==> src/sv/baro_temp_press_compensation_top_defines.svh <==
// ----------------------------------------------------------------------------
// Assertion macros for the barometric compensation block
// Shared property shapes used by the top level checks.
// ----------------------------------------------------------------------------
`ifndef BARO_TEMP_PRESS_COMPENSATION_TOP_DEFINES_SVH
`define BARO_TEMP_PRESS_COMPENSATION_TOP_DEFINES_SVH

// Same-cycle implication, checked while out of reset.
`define BPTC_ASSERT_IMPL(name, clk, rstn, ante, cons, msg) \
    name: assert property (@(posedge clk) disable iff (!rstn) (ante) |-> (cons)) \
        else $error(msg);

// Next-cycle implication.
`define BPTC_ASSERT_NEXT(name, clk, rstn, ante, cons, msg) \
    name: assert property (@(posedge clk) disable iff (!rstn) (ante) |=> (cons)) \
        else $error(msg);

`endif

==> src/sv/bptc_pkg.sv <==
// ----------------------------------------------------------------------------
// bptc_pkg
// Types and constants shared by the barometric compensation modules.
// ----------------------------------------------------------------------------
`default_nettype none

package bptc_pkg;

    typedef enum logic [2:0] {
        REG_OSS  = 3'd0,
        REG_AC12 = 3'd1,
        REG_AC34 = 3'd2,
        REG_AC56 = 3'd3,
        REG_B12  = 3'd4,
        REG_MCMD = 3'd5
    } cfg_idx_t;

    // Calibration set as seen by the datapath; signed members are cast at use.
    typedef struct packed {
        logic [1:0]  oss;
        logic [15:0] ac1;
        logic [15:0] ac2;
        logic [15:0] ac3;
        logic [15:0] ac4;
        logic [15:0] ac5;
        logic [15:0] ac6;
        logic [15:0] b1;
        logic [15:0] b2;
        logic [15:0] mc;
        logic [15:0] md;
    } cal_t;

    localparam int TDIV_DW = 27;
    localparam int TDIV_VW = 20;
    localparam int PDIV_DW = 32;
    localparam int PDIV_VW = 17;

    localparam logic [11:0] B6_OFFSET   = 12'd4000;
    localparam logic [11:0] P_SQ_COEF   = 12'd3038;
    localparam logic [12:0] P_LIN_COEF  = 13'd7357;
    localparam logic [11:0] P_OFFSET    = 12'd3791;
    localparam logic [15:0] B7_SCALE    = 16'd50000;
    localparam logic [31:0] HALF_OFFSET = 32'd32768;
    localparam logic [17:0] P_MAX       = 18'h3FFFF;

    typedef struct packed {
        logic [18:0] x1;
        logic [23:0] up;
        logic        qneg;
        logic        zero;
    } tdiv_tag_t;

    typedef struct packed {
        logic [15:0] temp;
        logic        err;
        logic        hi;
    } pdiv_tag_t;

endpackage

`default_nettype wire

==> src/sv/bptc_cfg.sv <==
// ----------------------------------------------------------------------------
// bptc_cfg
// Calibration and oversampling register file with a plain write port.
// ----------------------------------------------------------------------------
`default_nettype none

module bptc_cfg (
    input  wire logic          aclk,
    input  wire logic          aresetn,
    input  wire logic          cfg_wr_en,
    input  wire logic [2:0]    cfg_index,
    input  wire logic [31:0]   cfg_wdata,
    output bptc_pkg::cal_t     cal
);
    import bptc_pkg::*;

    logic [1:0]  oss_reg;
    logic [31:0] ac12_reg;
    logic [31:0] ac34_reg;
    logic [31:0] ac56_reg;
    logic [31:0] b12_reg;
    logic [31:0] mcmd_reg;

    always_ff @(posedge aclk) begin
        if (!aresetn) begin
            oss_reg  <= '0;
            ac12_reg <= '0;
            ac34_reg <= '0;
            ac56_reg <= '0;
            b12_reg  <= '0;
            mcmd_reg <= '0;
        end else if (cfg_wr_en) begin
            unique case (cfg_idx_t'(cfg_index))
                REG_OSS:  oss_reg  <= cfg_wdata[1:0];
                REG_AC12: ac12_reg <= cfg_wdata;
                REG_AC34: ac34_reg <= cfg_wdata;
                REG_AC56: ac56_reg <= cfg_wdata;
                REG_B12:  b12_reg  <= cfg_wdata;
                REG_MCMD: mcmd_reg <= cfg_wdata;
                default: begin
                end
            endcase
        end
    end

    assign cal.oss = oss_reg;
    assign cal.ac1 = ac12_reg[31:16];
    assign cal.ac2 = ac12_reg[15:0];
    assign cal.ac3 = ac34_reg[31:16];
    assign cal.ac4 = ac34_reg[15:0];
    assign cal.ac5 = ac56_reg[31:16];
    assign cal.ac6 = ac56_reg[15:0];
    assign cal.b1  = b12_reg[31:16];
    assign cal.b2  = b12_reg[15:0];
    assign cal.mc  = mcmd_reg[31:16];
    assign cal.md  = mcmd_reg[15:0];

endmodule

`default_nettype wire

==> config.mk <==
export PLATFORM = sky130hd
export DESIGN_NAME = bptc_cfg
export DESIGN_NICKNAME = d
export VERILOG_FILES = /design/src/sv/baro_temp_press_compensation_top_defines.svh /design/src/sv/bptc_pkg.sv /design/src/sv/bptc_cfg.sv
export SDC_FILE = /design/constraint.sdc
export NUM_CORES = 1
export LEC_CHECK = 0
export BUFFER_PORTS_ARGS = -buffer_cell sky130_fd_sc_hd__clkbuf_2
export CAP_MARGIN = 20
export CORE_UTILIZATION = 54
export DETAILED_ROUTE_END_ITERATION = 6
export PLACE_DENSITY = 0.85
export SLEW_MARGIN = 20
export SYNTH_ARGS = -nofsm -noshare
export SYNTH_HDL_FRONTEND = slang
export SYNTH_SLANG_ARGS = --single-unit
==> constraint.sdc <==
create_clock -name aclk -period 1.4 [get_ports aclk]
set_input_delay 0.07 -clock aclk [delete_from_list [all_inputs] [get_ports aclk]]
set_output_delay 0.07 -clock aclk [all_outputs]
set_load 0.1 [all_outputs]
Yosys cells after proc, flatten, opt, wreduce, memory -nomap -nowiden
Cells that the tools add are included.
- bits in registers: 162
- memories: 0
- bits in read-only memories: 0
- RAM bits: 0
- word-level logic and storage cells: 18
- input port bits: 38
- output and inout port bits: 162
- latch bits: 0
- div/mod/pow operators: 0
- eq/ne operators: 5
- mux-type cells: 0
- add/sub/neg operators: 0
- reduce and logical (&&, ||, !) cells: 7
- shift-type cells: 0
- $mul: 0
- bitwise operators: 0
- $lt $le $gt $ge: 0
- operators by type and width (kind ; number):
    $reduce_and A2 Y1 ; 6
    $eq A3 B2 Y1 const B ; 2
    $eq A3 B3 Y1 const B ; 2
    $eq A3 B1 Y1 const B ; 1
    $logic_not A3 Y1 ; 1

Logic depth before layout (Yosys ltp)
- depth in word-level cells: 2
- mapped depth: 5
- gate-level depth less buffers: 2

Worst setup path before layout
OpenSTA, ideal clock, no wires.
- path kind: reg2reg
- start: reg, netlist name ac34_reg[0]
- end: reg ac34_reg[0]
- clock period less this slack: 1.230 ns
- setup time: 0.072 ns
- cell stages (with the launch flop): 3
- required time: 1.328 ns
- path buffers: 0
- setup slack: 0.170 ns
- arrival time: 1.158 ns
- cells stage by stage: dfxtp_1 -> nand2_1 -> mux2i_1
- RTL lines (element ; RTL line ; text):
    end signal: assignment ; bptc_cfg.sv:36 ; REG_AC34: ac34_reg <= cfg_wdata;
    end: declaration ; bptc_cfg.sv:19 ; logic [31:0] ac34_reg;

Worst setup path in the final report
- start: reg ac56_reg[2]
- end: out cal[66] (netlist name)
- RTL lines (element ; RTL line ; text):
    start: declaration ; bptc_cfg.sv:20 ; logic [31:0] ac56_reg;
    start signal: assignment ; bptc_cfg.sv:37 ; REG_AC56: ac56_reg <= cfg_wdata;
    end: declaration ; bptc_cfg.sv:13 ; output bptc_pkg::cal_t cal
No word-level cell between the ends.

==> qor.yml <==
synth:
  seq_area_frac_synth: 0.548
  ys_ff_latch: 162
  synthCells: 564
  synth.most_common_cell: "nand2_1"
  synth_fp_nets: 602
  synth_area_um2: 5920
  synth_flop_cell: "dfxtp_1"
  synth_top_area_cell: "dfxtp_1"
  postSynthAreaPerCell_um2: 10.5
  synth.top_cells.by_count: "nand2_1, dfxtp_1, mux2i_1"
  synth_edf_count: 0
  yosysWarnings: 0
  synth_area_leaders: "dfxtp_1, mux2i_1, nand2_1"
  async_reset_ff_frac: 0
  synth_top_area_frac: 0.548
  ys_types: 11
critical_path:
  worstPathRequired_ns: 1.33
  crit_family: "buffers and inverters"
  crit_chain: "buf_2"
  crit_fanout: 2
  rrSetupSlack_ns: 0.67
  cp_slowest_stage_delay_ns: 0.43
  rr_worst_depth: 2
  crit_cells: 1
  slowest_stage: "buf_2"
  criticalPathCategory: "flip-flop to output port"
  worstPathArrival_ns: 1.30
  critPathBufInv: 1
  critPathLaunchType: "flip-flop"
  critPathCaptureType: "output port"
routing:
  initialDrtViolationCount: 243
  ant_nets: 0
  wirelength_mm: 16.6
  drtPass1Iterations: 5
  post_drt_via_cell_ratio: 5.26
  drc: 0
  wl_per_cell_um: 17.7
  vias: 4931
global_routing:
  antenna_found_initial: 0
  track_usage: 0.295
  grt-ovfl-total: 0
  grt_pass1_vias: 5114
  grt_pass1_wl_mm: 25.9
  grt_max_degree: 67
floorplanning:
  io_pins: 200
  die_height_um: 107
  start_util: 0.566
  die_area_um2: 11400
  core.rowCount: 37
  core_um2: 10500
  fp.dieW_um: 107
timing:
  rsz0062_at_grt: "false"
  hold_violations: 0
  period_needed_ns: 1.37
  tightest_slew_ns: 0.499
  fin_crit_sh: 0.978
  max_slew_margin: 0.670
  finalMaxSlewViolations: 0
  setup_slack_ns: 0.0306
  setup_viol: 0
  fin_tns_setup_ns: 0
  max_freq_mhz: 730
  skew_ns: 0
power_and_ir_drop:
  seq_power_share: 0.457
  cell_internal_pwr_w: 0.00750
  swShare: 0.282
  p_switching_w: 0.00294
  p_leak_nw: 4.30
  p_per_area_nw_per_um2: 1260
  power_frac_comb: 0.140
  vdd_drop_max_v: 0.000675
  clockPowerShare: 0.403
final_layout:
  drive_gt1_frac: 0.309
  syn2layout_area_growth_pct: 40.5
  fin_cells: 938
  final_nets: 828
  stdcell_area_um2: 8320
  antennaDiodeCount: 0
place:
  gp_congestion: 0.836
  port_buffers: 199
  pre_cts_ws_ns: 0.245
  dpl.hpwl_mm: 9.90
  dp_cells: 874
  dpl_cell_area_um2: 7110
worst_hold_path:
  hold_path_class: "input pin to flip-flop"
  holdPathStages: 4
run_status:
  status: "completed"
clock_tree:
  clk_pin_slew_worst_paths_ns: 0.06
  cts_buffers: 17
  cts_tree: "yes"
  post_cts_buffers: 0
  cts.sink_count: 162
  clockRootBuffer: "clkbuf_8"
  htreeDepth: 4
  clockBufferDepth: 2
  worstSkewPairLatency_ns: 0.52
run:
  maxCapViolations: 0
final timing paths:
| check | endpoint | from |
|---|---|---|
| max reg2reg | ac56_reg[12] | ac56_reg[12] |
| min reg2reg | mcmd_reg[31] | mcmd_reg[31] |
| min | oss_reg[0] | cfg_index[0] |
| max | cal[66] | ac56_reg[2] |
metrics by stage:
step                      utilization  hold slack (ns)  total power, W
after floorplan                     -            0.285         0.00592
after global placement          0.679            0.408         0.00618
after detailed placement        0.679            0.425         0.00620
after CTS                       0.794           0.0679          0.0105
after global routing            0.795           0.0910          0.0108
final                           0.795           0.0968          0.0104
layout by cell type (no fill, tap or decap), drive strengths merged, types with 2 or more instances in the layout:
master / n
nand4b: 2
nand2: 194
buf: 38
clkbuf: 197
clkinvlp: 3
dlygate4sd3: 33
clkinv: 6
mux2i: 162
dfxtp: 162
nand4bb: 2
kinds of logic (layout without fill, tap and decap cells):
group         count (synthesis)  in the layout  share of synthesized area
buf+inv                      40            278                     0.0433
simple gates                200            200                      0.135
mux                         162            162                      0.274
flops                       162            162                      0.548
per-layer routing:
| metal | vias up | share of wire | global-route usage | wire length, µm |
|---|---|---|---|---|
| met5 | - | 0 | 0 | 0 |
| met4 | 0 | 0.022 | 0.115 | 361 |
| met3 | 33 | 0.058 | 0.0833 | 966 |
| met2 | 179 | 0.54 | 0.554 | 8930 |
| met1 | 2403 | 0.38 | 0.308 | 6350 |
| li1 | 2316 | - | - | - |
power groups by stage:
stage / Combinational [W] / Clock, W / Sequential, W
2_1_floorplan: 0.000325 / 0 / 0.00559
3_3_place_gp: 0.00131 / 0 / 0.00486
3_5_place_dp: 0.00133 / 0 / 0.00487
4_1_cts: 0.00145 / 0.00427 / 0.00477
5_1_grt: 0.00152 / 0.00447 / 0.00478
6_report: 0.00147 / 0.00421 / 0.00477
repair_timing:
action	in CTS	in global routing
hold endpoints to repair	162	0
endpoints found under the setup margin	136	26
hold buffers	33	0
gates resized for setup	136	30
area by class of cell:
cell class	instances	area [µm²]
Clock buffer	21	449
Clock inverter	10	86.3
Fill cell	635	2140
Multi-Input combinational cell	362	2460
Sequential cell	162	3240
Tap cell	136	170
Timing Repair Buffer	247	1920
No activity file was read; power rests on OpenSTA's default activity.
