### config.mk
export PLATFORM = sky130hd
export DESIGN_NAME = bptc_post
export DESIGN_NICKNAME = d
export VERILOG_FILES = /design/src/sv/baro_temp_press_compensation_top_defines.svh /design/src/sv/bptc_pkg.sv /design/src/sv/bptc_post.sv
export SDC_FILE = /design/constraint.sdc
export NUM_CORES = 2
export LEC_CHECK = 0
export ABC_AREA = 1
export BUFFER_PORTS_ARGS = -buffer_cell sky130_fd_sc_hd__buf_2
export CAP_MARGIN = 20
export CELL_PAD_IN_SITES_DETAIL_PLACEMENT = 1
export CELL_PAD_IN_SITES_GLOBAL_PLACEMENT = 2
export CORE_ASPECT_RATIO = 1.25
export CORE_MARGIN = 8
export CORE_UTILIZATION = 45
export CTS_CLUSTER_DIAMETER = 120
export DETAILED_ROUTE_END_ITERATION = 8
export PLACE_DENSITY_LB_ADDON = 0.15
export SLEW_MARGIN = 20
export SYNTH_ARGS = -nofsm -noshare
export SYNTH_HDL_FRONTEND = slang
export SYNTH_SLANG_ARGS = --single-unit
### constraint.sdc
create_clock -name aclk -period 23.7 [get_ports aclk]
set_input_delay 2.37 -clock aclk [delete_from_list [all_inputs] [get_ports aclk]]
set_output_delay 2.37 -clock aclk [all_outputs]
set_load 0.005 [all_outputs]
### src/sv/baro_temp_press_compensation_top_defines.svh
// ----------------------------------------------------------------------------
// Assertion macros for the barometric compensation block
// Shared property shapes used by the top level checks.
// ----------------------------------------------------------------------------
`ifndef BARO_TEMP_PRESS_COMPENSATION_TOP_DEFINES_SVH
`define BARO_TEMP_PRESS_COMPENSATION_TOP_DEFINES_SVH

// Same-cycle implication, checked while out of reset.
`define BPTC_ASSERT_IMPL(name, clk, rstn, ante, cons, msg) \
    name: assert property (@(posedge clk) disable iff (!rstn) (ante) |-> (cons)) \
        else $error(msg);

// Next-cycle implication.
`define BPTC_ASSERT_NEXT(name, clk, rstn, ante, cons, msg) \
    name: assert property (@(posedge clk) disable iff (!rstn) (ante) |=> (cons)) \
        else $error(msg);

`endif

### src/sv/bptc_pkg.sv
// ----------------------------------------------------------------------------
// bptc_pkg
// Types and constants shared by the barometric compensation modules.
// ----------------------------------------------------------------------------
`default_nettype none

package bptc_pkg;

    typedef enum logic [2:0] {
        REG_OSS  = 3'd0,
        REG_AC12 = 3'd1,
        REG_AC34 = 3'd2,
        REG_AC56 = 3'd3,
        REG_B12  = 3'd4,
        REG_MCMD = 3'd5
    } cfg_idx_t;

    // Calibration set as seen by the datapath; signed members are cast at use.
    typedef struct packed {
        logic [1:0]  oss;
        logic [15:0] ac1;
        logic [15:0] ac2;
        logic [15:0] ac3;
        logic [15:0] ac4;
        logic [15:0] ac5;
        logic [15:0] ac6;
        logic [15:0] b1;
        logic [15:0] b2;
        logic [15:0] mc;
        logic [15:0] md;
    } cal_t;

    localparam int TDIV_DW = 27;
    localparam int TDIV_VW = 20;
    localparam int PDIV_DW = 32;
    localparam int PDIV_VW = 17;

    localparam logic [11:0] B6_OFFSET   = 12'd4000;
    localparam logic [11:0] P_SQ_COEF   = 12'd3038;
    localparam logic [12:0] P_LIN_COEF  = 13'd7357;
    localparam logic [11:0] P_OFFSET    = 12'd3791;
    localparam logic [15:0] B7_SCALE    = 16'd50000;
    localparam logic [31:0] HALF_OFFSET = 32'd32768;
    localparam logic [17:0] P_MAX       = 18'h3FFFF;

    typedef struct packed {
        logic [18:0] x1;
        logic [23:0] up;
        logic        qneg;
        logic        zero;
    } tdiv_tag_t;

    typedef struct packed {
        logic [15:0] temp;
        logic        err;
        logic        hi;
    } pdiv_tag_t;

endpackage

`default_nettype wire

### src/sv/bptc_post.sv
// ----------------------------------------------------------------------------
// bptc_post
// Pressure polynomial correction, saturation and the output register.
// ----------------------------------------------------------------------------
`default_nettype none

module bptc_post (
    input  wire logic                aclk,
    input  wire logic                aresetn,
    input  wire logic                en,
    input  wire logic                in_valid,
    input  wire logic [31:0]         in_quo,
    input  wire bptc_pkg::pdiv_tag_t in_tag,
    output logic                     out_valid,
    output logic [15:0]              temperature,
    output logic [17:0]              pressure,
    output logic                     divide_error
);
    import bptc_pkg::*;

    logic [3:0]  vld_reg;

    logic [31:0] q;
    logic [31:0] p1_q_reg;
    logic [47:0] p1_sqq_reg;
    logic [44:0] p1_x2m_reg;
    pdiv_tag_t   p1_tag_reg;

    logic [31:0] p2_q_reg;
    logic [59:0] p2_x1c_reg;
    logic [44:0] p2_x2m_reg;
    pdiv_tag_t   p2_tag_reg;

    logic signed [45:0] neg;
    logic signed [45:0] s;
    logic [31:0]        p3_q_reg;
    logic signed [45:0] p3_s_reg;
    pdiv_tag_t          p3_tag_reg;

    logic signed [46:0] pf;
    logic [17:0]        p_sat;
    logic [15:0]        temp_reg;
    logic [17:0]        press_reg;
    logic               err_reg;

    always_ff @(posedge aclk) begin
        if (!aresetn) begin
            vld_reg <= '0;
        end else if (en) begin
            vld_reg <= {vld_reg[2:0], in_valid};
        end
    end

    // The quotient was taken from b7 or 2*b7; restore the doubling where needed.
    assign q = in_tag.hi ? {in_quo[30:0], 1'b0} : in_quo;

    always_ff @(posedge aclk) begin
        if (en) begin
            p1_q_reg   <= q;
            p1_sqq_reg <= {24'b0, q[31:8]} * {24'b0, q[31:8]};
            p1_x2m_reg <= {13'b0, q} * {32'b0, P_LIN_COEF};
            p1_tag_reg <= in_tag;
        end
    end

    always_ff @(posedge aclk) begin
        if (en) begin
            p2_q_reg   <= p1_q_reg;
            p2_x1c_reg <= {12'b0, p1_sqq_reg} * {48'b0, P_SQ_COEF};
            p2_x2m_reg <= p1_x2m_reg;
            p2_tag_reg <= p1_tag_reg;
        end
    end

    always_comb begin
        neg = -$signed({1'b0, p2_x2m_reg});
        s   = $signed({2'b0, p2_x1c_reg[59:16]}) + 46'($signed(neg[45:16]))
            + $signed({34'b0, P_OFFSET});
    end

    always_ff @(posedge aclk) begin
        if (en) begin
            p3_q_reg   <= p2_q_reg;
            p3_s_reg   <= s;
            p3_tag_reg <= p2_tag_reg;
        end
    end

    always_comb begin
        pf = $signed({15'b0, p3_q_reg}) + 47'($signed(p3_s_reg[45:4]));
        if (pf[46]) begin
            p_sat = '0;
        end else if (pf[45:18] != '0) begin
            p_sat = P_MAX;
        end else begin
            p_sat = pf[17:0];
        end
    end

    always_ff @(posedge aclk) begin
        if (en) begin
            temp_reg  <= p3_tag_reg.err ? '0 : p3_tag_reg.temp;
            press_reg <= p3_tag_reg.err ? '0 : p_sat;
            err_reg   <= p3_tag_reg.err;
        end
    end

    assign out_valid    = vld_reg[3];
    assign temperature  = temp_reg;
    assign pressure     = press_reg;
    assign divide_error = err_reg;

endmodule

`default_nettype wire

# Yosys cells after proc, flatten, opt, wreduce, memory -nomap -nowiden
# Cells that the tools add are included.
# W data, S select, Z words.
[classes]
addsub = 4
n_mul = 3
mux = 2
reduce_logical = 2
[op_table]
columns = ["cell", "n"]
rows = [
  ["$mul A48 B11 Y59 const B", 1],
  ["$mul A24 B24 Y48", 1],
  ["$add A45 B30 Y46", 1],
  ["$add A46 B13 Y46 const B", 1],
  ["$neg A45 Y46", 1],
  ["$mul A32 B13 Y45 const B", 1],
  ["$add A33 B42 Y43", 1],
  ["$mux W32", 1],
  ["$reduce_bool A28 Y1", 1],
  ["$mux W18", 1],
  ["$reduce_or A2 Y1", 1],
]
[word_totals]
register_bits = 429
inputBits = 54
out_inout_bits = 36
word_cells = 29

# Longest topological paths before layout
[depth]
ltp_word = 3
depth_mapped = 34
depth_no_buf = 32

# Least setup slack after synthesis
# Ideal clock, no wire load.
[synth_path]
path_type = "input to register"
startpoint = "input port in_tag[0] in the netlist's numbering"
endpoint = "register p1_sqq_reg[39], data pin"
setup_time_ns = 0.265
arrival_time_ns = 9.077
required_time_ns = 23.435
slack_ns = 14.358
path_stages = 28
path_buffers = 2
cell_sequence = "buf_2 > o21ai_1 > inv_1 > clkbuf_1 > nor2_1 > inv_1 > fa_1 > inv_1 > fa_1 > inv_1 > fa_1 > inv_1 > fa_1 > fa_1 > fa_1 > inv_1 > fa_1 > inv_1 > ha_1 > nand2_1 > nor2_1 > nand2_1 > nor3_1 > nand2_1 > nand3_1 > a21oi_1 > o21ai_0 > xor2_1"
[synth_via]
elab_chain_len = 2
[synth_rtl]
columns = ["item", "line", "text"]
rows = [
  ["from (decl)", "bptc_post.sv:13", "input wire bptc_pkg::pdiv_tag_t in_tag,"],
  ["$mux W32", "bptc_post.sv:55", "assign q = in_tag.hi ? {in_quo[30:0], 1'b0} : in_quo;"],
  ["named net q[15]", "bptc_post.sv:23", "logic [31:0] q;"],
  ["$mul A24 B24 Y48", "bptc_post.sv:60", "p1_sqq_reg <= {24'b0, q[31:8]} * {24'b0, q[31:8]};"],
  ["to (signal assigned)", "bptc_post.sv:60", ""],
  ["to (decl)", "bptc_post.sv:25", "logic [47:0] p1_sqq_reg;"],
]
# The timed path passes the listed nets, and every way through them passes these cells.
# A chain may end at the register's enable or synchronous reset.

# Worst setup path in the final report
[layout_path]
startpoint = "input port in_tag[0] in the netlist's numbering"
endpoint = "register p1_sqq_reg[46], data pin"
# The elaborated chain is that of the path after synthesis.

==> out/results.ini <==
[logic_synthesis]
yosys.area_share.simple = 0.1222
async_flop_share = 0
yosysWarningCount = 0
ys_seq_area_frac = 0.2100
synthesis.area_um2 = 57580
synth_cell_type_count = 52
synth-xor-area-share = 0.02966
synthMuxAreaShare = 0
synth_flop_cell = edfxtp_1
synth_top_family_by_area = adder cells
synthCells = 6322
synth-compound-area-share = 0.05798
avgSynthCellArea_um2 = 9.108
yosys_register_bits = 404
synth_edf_count = 400
yosys.area_share.adder = 0.4597

[grt]
globalRouteOverflowTotal = 0
antenna_found_initial = 7
grtUsageTotal = 0.2597
grt_first_pass_wirelength_mm = 277.0
grt_max_degree = 137
grt_pass1_vias = 48050

[setup_path]
critPathMaxFanout = 63
r2r-start = p1_sqq_reg[37]
crit_path_end = p1_sqq_reg[46]
required_ns = 24.02
worst-setup-path-type = in -> reg
reg2reg_depth = 18
crit_path_start = in_tag[0]
critical-path-top-delay-family = adder cells
arrival_ns = 10.61
path_common_cell = fa_1
cp_slowest_cell = clkinv_1
reg2reg_slack_ns = 17.89
r2r-end = p2_x1c_reg[56]
worst_path_largest_cell_delay_ns = 0.74
endpoint_kind = flip-flop
critPathBufInv = 9
crit_cells = 28
start_kind = input pin

[clocking]
path_clk_slew_ns = 0.06
clock-root-buffer = clkbuf_16
cts_resized = 0
tritoncts = built
cts_buffers = 45
cts_buffer_depth = 3
hold_buffers = 0
cts_setup_buffers = 0
h-tree-depth = 2
cts.sinks = 404
clk_latency_ns = 0.62

[worst_hold_path]
hp-class = reg -> reg

[sta]
tns_ns = 0
setup_viol_count_final = 0
max_slew_margin = 0.2942
fmax_mhz = 97.16
timing.final.hold_violations = 0
fin_skew_ns = 0.04743
fin_crit_ns = 10.29
tightest_slew_ns = 1.059
maxSlewViolCount = 0
period_share = 0.4343
rsz0062_at_grt = false

[layout]
area_delta_synth_final_pct = 7.527
drive_gt1_frac = 0.04095
final_area_um2 = 61910
largest_reg_flops = 46
layout.cells.non_filler = 8199
fin_nets = 8068

[die]
die_h_um = 415.9
core_area_um2 = 126800
fp.dieW_um = 335.9
dieArea_um2 = 139700
start_util = 0.4542
rows = 146
io_pins = 90

[placement]
numPortBuffers = 89
gp_congestion = 0.9271
dp_cells = 8117
place_area_um2 = 60400
dp_hpwl_mm = 155.3

[drt]
routedWlPerCell_um = 21.90
routed_via_density = 5.145
vias = 42190
ant_nets = 0
drt_iter0_markers = 1870
first_pass_iters = 5
wl_mm = 179.6
remaining_drc_errors = 0

[job]
maxCapViolCount = 0

[status]
status = complete, no violations

layout by cell type, fill, tap and decap left out, types with 5 or more instances in the layout:
cell / n
nand3b_1: 8
nor3_1: 36
nand4_1: 25
o21ai_1: 17
clkinv_2: 7
nor4_1: 20
o31ai_1: 5
o21ai_0: 147
nand2_1: 903
xor2_1: 128
buf_4: 44
clkinv_1: 20
nand2_2: 9
o21a_1: 21
nor2_1: 555
o211ai_1: 12
a21oi_1: 265
clkbuf_16: 45
nand3_1: 137
a31oi_1: 51
clkinvlp_4: 5
buf_2: 88
o21bai_1: 20
a211oi_1: 6
nor2_2: 15
ha_1: 613
inv_1: 1777
a21o_1: 19
o21ai_2: 16
clkinv_4: 5
xnor2_1: 67
a21boi_0: 9
fa_1: 939
edfxtp_1: 400
stage by stage:
stage | util | setup WS [ns] | hold WS (ns)
after floorplan | - | 14.36 | 0.4003
after global placement | 0.4764 | 12.90 | 0.4000
after detailed placement | 0.4764 | 12.81 | 0.4052
after CTS | 0.4883 | 13.39 | 0.4073
after global routing | 0.4884 | 12.96 | 0.4180
final | 0.4884 | 13.41 | 0.4131
synth_stat cells, types with 3 or more instances:
cell type / number / area share
inv_2: 4 / 0.00026
xor2_1: 128 / 0.019
ha_1: 613 / 0.13
a21boi_0: 9 / 0.0012
o21a_1: 21 / 0.0027
inv_1: 1777 / 0.12
a311oi_1: 3 / 0.00046
a21o_1: 19 / 0.0025
o211ai_1: 12 / 0.0016
nand4_1: 25 / 0.0027
a211oi_1: 6 / 0.00078
edfxtp_1: 400 / 0.21
nand2_2: 9 / 0.00098
clkbuf_1: 37 / 0.0024
nor3_1: 36 / 0.0031
o21ai_1: 26 / 0.0023
dfxtp_1: 4 / 0.0014
nor4_1: 20 / 0.0022
nor2_1: 555 / 0.036
o31ai_1: 5 / 0.00065
and2_1: 4 / 0.00043
nand2_1: 903 / 0.059
clkinv_1: 18 / 0.0012
nor2_2: 15 / 0.0016
nand3_1: 137 / 0.012
a221oi_1: 3 / 0.00046
xnor2_1: 67 / 0.010
fa_1: 939 / 0.33
o21ai_0: 153 / 0.013
nand3b_1: 8 / 0.0010
a21oi_1: 265 / 0.023
a31oi_1: 51 / 0.0055
nand3_2: 3 / 0.00052
and3_1: 3 / 0.00033
o21bai_1: 20 / 0.0026
kinds of logic (layout without fill, tap and decap cells):
kind of cell / Yosys count / count (layout)
adders and majority gates: 1552 / 1552
DFF: 404 / 404
buffers and inverters: 1841 / 2014
other: 2 / 4
xor gates and xnor gates: 195 / 195
and+or+nand+nor: 1729 / 1729
AOI/OAI and AO/OA: 599 / 599
metal layers:
layer | vias up | global-route usage | routed length [µm]
li1 | 19540 | - | -
met1 | 21510 | 0.2921 | 68710
met2 | 745 | 0.4860 | 94540
met3 | 386 | 0.01955 | 4926
met4 | 0 | 0.1359 | 11370
met5 | - | 0 | 0
worst min path at each step:
stage,start,to,slack (ns),depth (start not counted)
after floorplan,p1_q_reg[0],p2_q_reg[0],0.40,0
after global placement,p1_tag_reg[1],p2_tag_reg[1],0.40,0
after detailed placement,p2_tag_reg[2],p3_tag_reg[2],0.41,0
after CTS,p2_q_reg[14],p3_q_reg[14],0.41,0
after global routing,p1_q_reg[1],p2_q_reg[1],0.42,0
final,p2_tag_reg[15],p3_tag_reg[15],0.41,0
cell type report:
class	instances	area (µm²)
antenna	1	2.502
clock buffer	49	1151
clock inverter	32	364.1
fill	14960	64860
inverter	1799	6753
multi-input combinational	4078	38620
sequential	404	12090
tap	1702	2130
timing repair buffer	134	805.8
Power is left out: the tool's default activity adds up to more than one toggle a clock period on the data nets, which glitch-free logic cannot reach.
